`src/hw/rtl/ske_pkg.sv`:
```
// Shared types and codes for the sorted key set engine.
// No dependencies; imported by ske_cell and sorted_key_set_engine.
`timescale 1ns / 1ps
`default_nettype none

package ske_pkg;

    localparam int KEY_W    = 32;
    localparam int POS_W    = 8;
    localparam int FUNC_W   = 2;
    localparam int STATUS_W = 2;
    localparam int SLOT_W   = 9;
    localparam int CNT_W    = 9;

    localparam logic [FUNC_W-1:0] FUNC_FIND   = 2'd0;
    localparam logic [FUNC_W-1:0] FUNC_ADD    = 2'd1;
    localparam logic [FUNC_W-1:0] FUNC_REMOVE = 2'd2;
    localparam logic [FUNC_W-1:0] FUNC_READ   = 2'd3;

    localparam logic [STATUS_W-1:0] ST_PRESENT  = 2'd0;
    localparam logic [STATUS_W-1:0] ST_ABSENT   = 2'd1;
    localparam logic [STATUS_W-1:0] ST_OVERFLOW = 2'd2;
    localparam logic [STATUS_W-1:0] ST_BAD_IDX  = 2'd3;

    localparam logic [2:0] ADDR_MAX_COUNT = 3'd0;

    typedef enum logic [1:0] {
        SH_HOLD,
        SH_INS,
        SH_DEL
    } shift_t;

    typedef struct packed {
        logic             cmp_en;
        shift_t           shift;
        logic [KEY_W-1:0] key;
        logic [POS_W-1:0] pos;
    } cell_ctrl_t;

endpackage

`default_nettype wire

```
`src/hw/rtl/ske_cell.sv`:
```
// One entry of the sorted key chain: holds a key, compares it against the
// request and shifts to or from its neighbors. Depends on ske_pkg.
`timescale 1ns / 1ps
`default_nettype none

module ske_cell
    import ske_pkg::*;
#(
    parameter int IDX = 0
)
(
    input  wire              clk,
    input  cell_ctrl_t       ctrl,
    input  wire              vld,
    input  wire  [KEY_W-1:0] left_key,
    input  wire              left_ge,
    input  wire  [KEY_W-1:0] right_key,
    output logic [KEY_W-1:0] key_q,
    output logic             ge_q,
    output logic             eq_q,
    output logic             sel_q
);

    localparam logic [POS_W-1:0] POS_ID = POS_W'(IDX);
    localparam bit               POS_OK = (IDX < (1 << POS_W));

    logic [KEY_W-1:0] key_reg;
    logic             ge_reg;
    logic             eq_reg;
    logic             sel_reg;

    always_ff @(posedge clk)
    begin
        if (ctrl.cmp_en)
        begin
            // Empty entries count as not below the key
            ge_reg  <= !(vld && (key_reg < ctrl.key));
            eq_reg  <= vld && (key_reg == ctrl.key);
            sel_reg <= POS_OK && (ctrl.pos == POS_ID);
        end

        case (ctrl.shift)
            SH_INS:
            begin
                if (ge_reg)
                begin
                    key_reg <= left_ge ? left_key : ctrl.key;
                end
            end
            SH_DEL:
            begin
                if (ge_reg)
                begin
                    key_reg <= right_key;
                end
            end
            default:
            begin
                key_reg <= key_reg;
            end
        endcase
    end

    assign key_q = key_reg;
    assign ge_q  = ge_reg;
    assign eq_q  = eq_reg;
    assign sel_q = sel_reg;

endmodule

`default_nettype wire

```
`config.mk`:
```
export PLATFORM = sky130hd
export DESIGN_NAME = ske_cell
export DESIGN_NICKNAME = d
export VERILOG_FILES = /design/src/hw/rtl/ske_pkg.sv /design/src/hw/rtl/ske_cell.sv
export SDC_FILE = /design/constraint.sdc
export NUM_CORES = 1
export LEC_CHECK = 0
export ABC_AREA = 1
export BUFFER_PORTS_ARGS = -buffer_cell sky130_fd_sc_hd__buf_2
export CORE_AREA = 3 3 96 71
export CTS_BUF_LIST = sky130_fd_sc_hd__clkbuf_8
export CTS_CLUSTER_DIAMETER = 120
export DETAILED_ROUTE_END_ITERATION = 6
export DIE_AREA = 0 0 99 74
export PLACE_DENSITY = 0.8
export SYNTH_ARGS = -nofsm -noshare
export SYNTH_HDL_FRONTEND = slang
export SYNTH_SLANG_ARGS = --single-unit
```
`constraint.sdc`:
```
create_clock -name clk -period 4.42 [get_ports clk]
set_input_delay 0.221 -clock clk [delete_from_list [all_inputs] [get_ports clk]]
set_output_delay 0.221 -clock clk [all_outputs]
set_load 0.02 [all_outputs]
```
## After elaboration in Yosys (flattened, before gate mapping)

Cells that the tools add are included.

| storage, ports and cells | value |
|---|---|
| memories kept | 0 |
| flip-flop bits (word level) | 35 |
| bits in read-only memories | 0 |
| bits of input ports | 110 |
| RAM bits | 0 |
| latch bits | 0 |
| output and inout bits | 35 |
| logic and storage cells | 20 |

| operators by class | value |
|---|---|
| muxes and demuxes | 4 |
| $lt $le $gt $ge | 1 |
| add/sub/neg operators | 0 |
| reductions and logical operators | 6 |
| multiply operators | 0 |
| bitwise gates (word level) | 0 |
| shift operators | 0 |
| eq/ne operators | 5 |
| divide/modulo/power cells | 0 |

Operator list:

| kind | count |
|---|---|
| two-way mux 32 bit | 3 |
| one-hot mux 32 bit (2 select lines) | 1 |
| equality test 32 bit | 1 |
| less-than comparator 32 bit | 1 |
| logical NOT 8 bit | 1 |
| inequality test 2 bit (second input constant) | 2 |
| AND reduction 3 bit | 1 |
| equality test 2 x 1 -> 1 bit (second input constant) | 1 |
| equality test 2 bit (second input constant) | 1 |
| logical AND 1 bit | 2 |
| nonzero test 2 bit | 1 |
| logical NOT 1 bit | 1 |

## Longest topological paths before layout

Gate-level depths: netlist of run 1.

| logic depth | value |
|---|---|
| word-level depth | 3 |
| mapped depth | 13 |
| mapped depth without buffers | 13 |

## Least setup slack after synthesis of run 1

OpenSTA, ideal clock, no wires.

| path | value |
|---|---|
| kind | input to register |
| start | input ctrl[41] (netlist name) |
| end | register key_reg[0], in the netlist key_q[0] (enable) |
| setup time | 0.430 ns |
| cell stages on the path | 5 |
| required time | 3.990 ns |
| slack | 1.729 ns |
| path buffers | 2 |
| arrival time | 2.262 ns |
| path through | inv_1 -> or2_1 -> buf_6 -> buf_6 -> a21boi_1 |

| on the way | value |
|---|---|
| word-level cells in the longest chain between the ends | 3 |
| elaborated cells on any way between the ends | 6 |
| classes of those cells | eq/ne: 4; reduce/logical: 2 |

RTL lines:

| what | RTL line | text |
|---|---|---|
| start: declaration | ske_cell.sv:13 | `input cell_ctrl_t ctrl,` |
| equality test 2 x 1 -> 1 bit / equality test 2 bit (equally long branches) | ske_cell.sv:42 | `case (ctrl.shift)` |
| inequality test 2 bit (no line) / nonzero test 2 bit (equally long branches) | n/a |  |
| AND reduction 3 bit (no line) (*) | n/a |  |
| end signal: assignment | ske_cell.sv:47 | `key_reg <= left_ge ? left_key : ctrl.key;` |
| end signal: assignment | ske_cell.sv:54 | `key_reg <= right_key;` |
| end signal: assignment | ske_cell.sv:59 | `key_reg <= key_reg;` |
| end: declaration | ske_cell.sv:27 | `logic [KEY_W-1:0] key_reg;` |

Every way passes the cells marked *; elsewhere a longest branch is shown, timed or not.
A chain may end at the register's enable or synchronous reset.

## Worst setup path in the final report of run 1

| path | value |
|---|---|
| start | input ctrl[40] (netlist name) |
| end | register key_reg[15], in the netlist key_q[15] (enable) |

Same word-level chain as after synthesis.

==> results.sh, run 1 <==
export IMPL_status="finished, final reports clean"
export IMPL_grt_pass1_wl_um=10800
export IMPL_fp_dieW_um=99
export IMPL_gp_congestion=0.763
export IMPL_grt_setup_unrepaired="false"
export IMPL_nFillCells=579
export IMPL_wl_per_cell_um=13.1
export IMPL_synth_top_cells_by_area="edfxtp_1, ha_1, nand2_1"
export IMPL_cts_root_buffer="clkbuf_8"
export IMPL_min_period_over_period_pct=45.5
export IMPL_ctsHoldBuffers=0
export IMPL_synth_top_area_share_pct=38.6
export IMPL_max_freq_ghz=0.497
export IMPL_wirelength_um=6730
export IMPL_drtPass1Iterations=4
export IMPL_ys_ff_latch=35
export IMPL_vias=2533
export IMPL_crit_required_ns=4.32
export IMPL_netlist_cell_type_count=24
export IMPL_clkTransAtPathRegs_ns=0.08
export IMPL_ys_flop_type="edfxtp_1"
export IMPL_p_per_area_nw_per_um2=268
export IMPL_synthArstFlopShare_pct=0
export IMPL_synth_top_area_cell="edfxtp_1"
export IMPL_dieHeight_um=74
export IMPL_routed_via_density=4.92
export IMPL_clk_path_buf_depth=2
export IMPL_worstMarginPinSlew_ns=1.20
export IMPL_yosysWarnings=0
export IMPL_core_um2=6040
export IMPL_crit_arrival_ns=1.91
export IMPL_finalPower_mw=0.957
export IMPL_hold_class="primary input to flip-flop"
export IMPL_whs_ns=0.198
export IMPL_syn_inst=298
export IMPL_synth_edff_count=35
export IMPL_ctsResizeCount=0
export IMPL_dp_hpwl_um=5320
export IMPL_ys_seq_area_share_pct=38.6
export IMPL_crit_fanout=65
export IMPL_ir_drop_v=0.000120
export IMPL_netlist_area_um2=2730
export IMPL_slew_violations=0
export IMPL_cts_buffers=5
export IMPL_start_kind="primary input"
export IMPL_grt_usage_pct=18.3
export IMPL_syn_area_per_cell_um2=9.14
export IMPL_setup_violations=0
export IMPL_antenna_left=0
export IMPL_die_area_um2=7330
export IMPL_cts_sinks=35
export IMPL_crit_type="primary input to flip-flop"
export IMPL_area_growth_pct=30.9
export IMPL_globalRoute_totalOverflow=0
export IMPL_rows=24
export IMPL_hold_viol=0
export IMPL_syn_nets=440
export IMPL_grt_max_degree=66
export IMPL_max_slew_margin_pct=19.9
export IMPL_ys_top_cells_by_count="nand2_1, inv_1, edfxtp_1"
export IMPL_diodes=0
export IMPL_r2r_slack_ns=2.77
export IMPL_initial_core_util_pct=45.1
export IMPL_num_nets_final=578
export IMPL_port_buffers=144
export IMPL_tns_ns=0
export IMPL_drive_gt1_share_pct=38.7
export IMPL_max_cap_violations=0
export IMPL_htreeDepth=2
export IMPL_end_kind="flip-flop"
export IMPL_route_detailed_drc=0
export IMPL_min_period_ns=2.01
export IMPL_yosysMostFrequentCell="nand2_1"
export IMPL_first_global_vias=2468
export IMPL_io_pins=145
export IMPL_clk_latency_ns=0.28
export IMPL_post_cts_buffers=0
export IMPL_first_iter_violations=64
export IMPL_p_leak_nw=1.81
export IMPL_grt_antenna_before_repair=0
export IMPL_fin_skew_ns=0.00672
export IMPL_cts_tree="yes"
[registers in the layout, summed over array words and instances, names as in the netlist]
name and flops:
key_q 32, eq_q 1, ge_q 1, sel_q 1
[per-stage QoR]
stage | worst slack (ns) | util [%] | std cells | cell area [um2]
after floorplan | 1.73 | - | 298 | 2730
after detailed placement | 2.07 | 57.3 | 507 | 3460
after CTS | 2.38 | 59.1 | 515 | 3570
final | 2.41 | 59.1 | 515 | 3570
after global placement | 2.14 | 57.3 | 507 | 3460
after global routing | 2.25 | 59.1 | 515 | 3570
[cells in the final DEF, fill, tap and decap left out, types with 3 or more instances in the layout]
master    netlist  final
a21oi_1        12     12
nand4_1         3      3
edfxtp_1       35     35
buf_2           7    144
o21a_1         30     30
nand2_1        71     71
inv_1          41     41
nor2_1         15     15
o211ai_1       15     15
ha_1           32     32
clkbuf_8        0      5
o211ai_2       15     15
[path summary, 6_finish.rpt]
check        startpoint   endpoint  depth (start not counted)
min            ctrl[42]      sel_q                          1
max reg2reg        ge_q  key_q[15]                          1
min reg2reg   key_q[23]       ge_q                          5
max            ctrl[40]  key_q[15]                          4
[routing by layer]
layer	global-route usage [%]	vias to the layer above	share of wire (%)
met5	0	-	0
met4	3.18	0	0.37
met3	6.09	2	9.6
met2	32.1	90	45
met1	22.5	1123	45
li1	-	1318	-
[final cells by class]
class                           instances  area (um2)  share of cell area (%)
Clock buffer                            5        68.8                    1.93
Inverter                               41         154                    4.31
Clock inverter                          3        38.8                    1.09
Sequential cell                        35        1050                    29.5
Multi-Input combinational cell        208        1430                    40.1
Timing Repair Buffer                  145         728                    20.4
Tap cell                               78        97.6                    2.74
[power breakdown]
| group | total, mW | switching, mW | internal (mW) |
|---|---|---|---|
| Combinational | 0.260 | 0.145 | 0.115 |
| Clock | 0.287 | 0.122 | 0.165 |
| Sequential | 0.410 | 0.0120 | 0.398 |
[worst max-delay path, stage by stage]
cell and delay, ns:
buf_2 0.10, or2_2 0.28, buf_4 0.34, a21boi_4 0.96
[cells by family after synthesis]
group	count (synthesis)	synth area share (%)
and+or+nand+nor	98	14.5
DFF	35	38.6
AOI/OAI and AO/OA	78	22.9
adders and majority gates	32	14.7
buffers and inverters	55	9.41
Power figures use the tool's default switching activity.
==> run 2, diff against run 1 <==
Settings changed: ABC_AREA 1 to 0, CORE_AREA 3 3 96 71 to 3 3 94 69, DIE_AREA 0 0 99 74 to 0 0 97 72, PLACE_DENSITY 0.8 to 0.81.
Clock period 4.42 ns to 2.05 ns, I/O delays scaled along.
==> run 2 against run 1 <==
Effect of this change:
- global-route usage up 1.8 points
- final cell count down 6.2%
- count of clock-buffer cells in the layout unchanged
- clock skew up 0.0057 ns
- final area down 1.7%
- die area down 4.7%
- flip-flop and latch count unchanged
- non-clock buffer count up 3
- area after synthesis down 5.9%
- largest power group unchanged
==> results.sh, run 2 <==
export IMPL_core_um2=5670
export IMPL_cts_buffers=5
export IMPL_crit_type="flip-flop to flip-flop"
export IMPL_max_freq_ghz=0.541
export IMPL_netlist_cell_type_count=25
export IMPL_syn_inst=263
export IMPL_dieHeight_um=72
export IMPL_start_kind="flip-flop"
export IMPL_rows=23
export IMPL_crit_fanout=3
export IMPL_ys_flop_type="edfxtp_1"
export IMPL_p_leak_nw=1.78
export IMPL_first_global_vias=2510
export IMPL_clk_path_buf_depth=2
export IMPL_diodes=0
export IMPL_ys_seq_area_share_pct=41.0
export IMPL_synth_edff_count=35
export IMPL_intPower_mw=1.58
export IMPL_ys_top_cells_by_count="nand2_1, o21ai_0, edfxtp_1"
export IMPL_worstMarginPinSlew_ns=0.566
export IMPL_drtPass1Iterations=4
export IMPL_status="finished, final reports clean"
export IMPL_switchingPower_mw=0.582
export IMPL_wirelength_um=6970
export IMPL_synth_top_area_cell="edfxtp_1"
export IMPL_final_cell_mix="buf_2, nand2_1, o21ai_0"
export IMPL_max_slew_margin_pct=62.3
export IMPL_cts_root_buffer="clkbuf_8"
export IMPL_finalPower_mw=2.16
export IMPL_multiInputGateArea_um2=1340
export IMPL_combPwrFrac_pct=24.4
export IMPL_slew_violations=0
export IMPL_routed_via_density=5.03
export IMPL_ctsResizeCount=0
export IMPL_yosysMostFrequentCell="nand2_1"
export IMPL_crit_required_ns=2.09
export IMPL_synthArstFlopShare_pct=0
export IMPL_cts_tree="yes"
export IMPL_drive_gt1_share_pct=38.5
export IMPL_route_detailed_drc=0
export IMPL_synth_top_area_share_pct=41.0
export IMPL_largest_reg_flops=32
export IMPL_ys_ff_latch=35
export IMPL_gp_congestion=0.774
export IMPL_post_cts_buffers=0
export IMPL_io_pins=145
export IMPL_p_seq_share_pct=40.9
export IMPL_final_common_cell="buf_2"
export IMPL_dp_hpwl_um=5850
export IMPL_clk_latency_ns=0.29
export IMPL_wl_per_cell_um=14.4
export IMPL_port_buffers=144
export IMPL_antenna_left=0
export IMPL_synth_top_cells_by_area="edfxtp_1, ha_1, mux2i_1"
export IMPL_syn_nets=405
export IMPL_crit_arrival_ns=1.89
export IMPL_yosysWarnings=0
export IMPL_area_growth_pct=36.7
export IMPL_tns_ns=0
export IMPL_initial_core_util_pct=45.2
export IMPL_min_period_ns=1.85
export IMPL_syn_area_per_cell_um2=9.75
export IMPL_grt_setup_unrepaired="false"
export IMPL_ir_drop_v=0.000402
export IMPL_vias=2431
export IMPL_ctsHoldBuffers=0
export IMPL_max_cap_violations=0
export IMPL_nFillCells=493
export IMPL_fin_skew_ns=0.0124
export IMPL_finish_utilization_pct=61.8
export IMPL_end_kind="flip-flop"
export IMPL_grt_usage_pct=20.1
export IMPL_fp_dieW_um=97
export IMPL_hold_viol=0
export IMPL_grt_antenna_before_repair=0
export IMPL_cts_sinks=35
export IMPL_htreeDepth=2
export IMPL_clkTransAtPathRegs_ns=0.08
export IMPL_grt_pass1_wl_um=11400
export IMPL_globalRoute_totalOverflow=0
export IMPL_hold_class="primary input to flip-flop"
export IMPL_netlist_area_um2=2560
export IMPL_num_nets_final=549
export IMPL_grt_max_degree=65
export IMPL_p_clk_share_pct=34.7
export IMPL_p_per_area_nw_per_um2=616
export IMPL_min_period_over_period_pct=90.1
export IMPL_regArea_um2=1050
export IMPL_p_sw_share_pct=26.9
export IMPL_first_iter_violations=52
export IMPL_setup_violations=0
export IMPL_die_area_um2=6980
==> run 2: layer usage <==
| layer | vias up | routed length, um | GRT usage [%] |
|---|---|---|---|
| li1 | 1237 | - | - |
| met1 | 1094 | 3100 | 25.5 |
| met2 | 90 | 3280 | 34.0 |
| met3 | 10 | 485 | 5.38 |
| met4 | 0 | 107 | 6.23 |
| met5 | - | 0 | 0 |
==> run 2: path summary, 6_finish.rpt <==
kind	start	end	slack, ns	cells past startpoint
max reg2reg	key_q[27]	ge_q	0.20	6
max	key_q[27]	ge_q	0.20	6
min	ctrl[42]	ge_q	0.05	1
min reg2reg	key_q[31]	ge_q	0.85	3
==> run 2: worst max-delay path, stage by stage, from the launching register on <==
cell       delay, ns
edfxtp_1        0.40
ha_1            0.33
a21oi_1         0.18
o21a_1          0.14
a2bb2oi_1       0.17
nand4b_1        0.14
a211o_1         0.24
==> run 2: logic make-up after synthesis <==
| logic type | Yosys count | synth area share (%) |
|---|---|---|
| and+or+nand+nor | 62 | 11.3 |
| AOI/OAI and AO/OA | 59 | 12.6 |
| buffers and inverters | 43 | 7.02 |
| DFF | 35 | 41.0 |
| muxes | 32 | 12.5 |
| adders and majority gates | 32 | 15.6 |
==> run 2: per-stage QoR <==
stage          instances  worst slack (ns)  cell area (um2)  hold WS (ns)
6_report             483             0.203             3510        0.0544
5_1_grt              483             0.116             3510        0.0522
4_1_cts              483             0.192             3510        0.0424
3_5_place_dp         475             0.207             3370         0.349
3_3_place_gp         475             0.176             3370         0.353
2_1_floorplan        263             0.226             2560         0.215
==> run 2: area by class of cell <==
cell class              instances  share of cell area (%)
inverters                      32                    3.43
multi-input cells             185                    38.3
clock buffers                   5                    1.96
repair buffers                148                    21.8
well taps                      75                    2.68
clock inverters                 3                    1.93
flip-flops and latches         35                    30.0
==> run 2: power groups by stage <==
stage	sequential, mW	clock, mW	combinational, mW
after floorplan	0.957	0	0.239
after global placement	0.896	0	0.512
after detailed placement	0.899	0	0.530
after CTS	0.883	0.762	0.533
after global routing	0.889	0.784	0.597
final	0.883	0.749	0.527
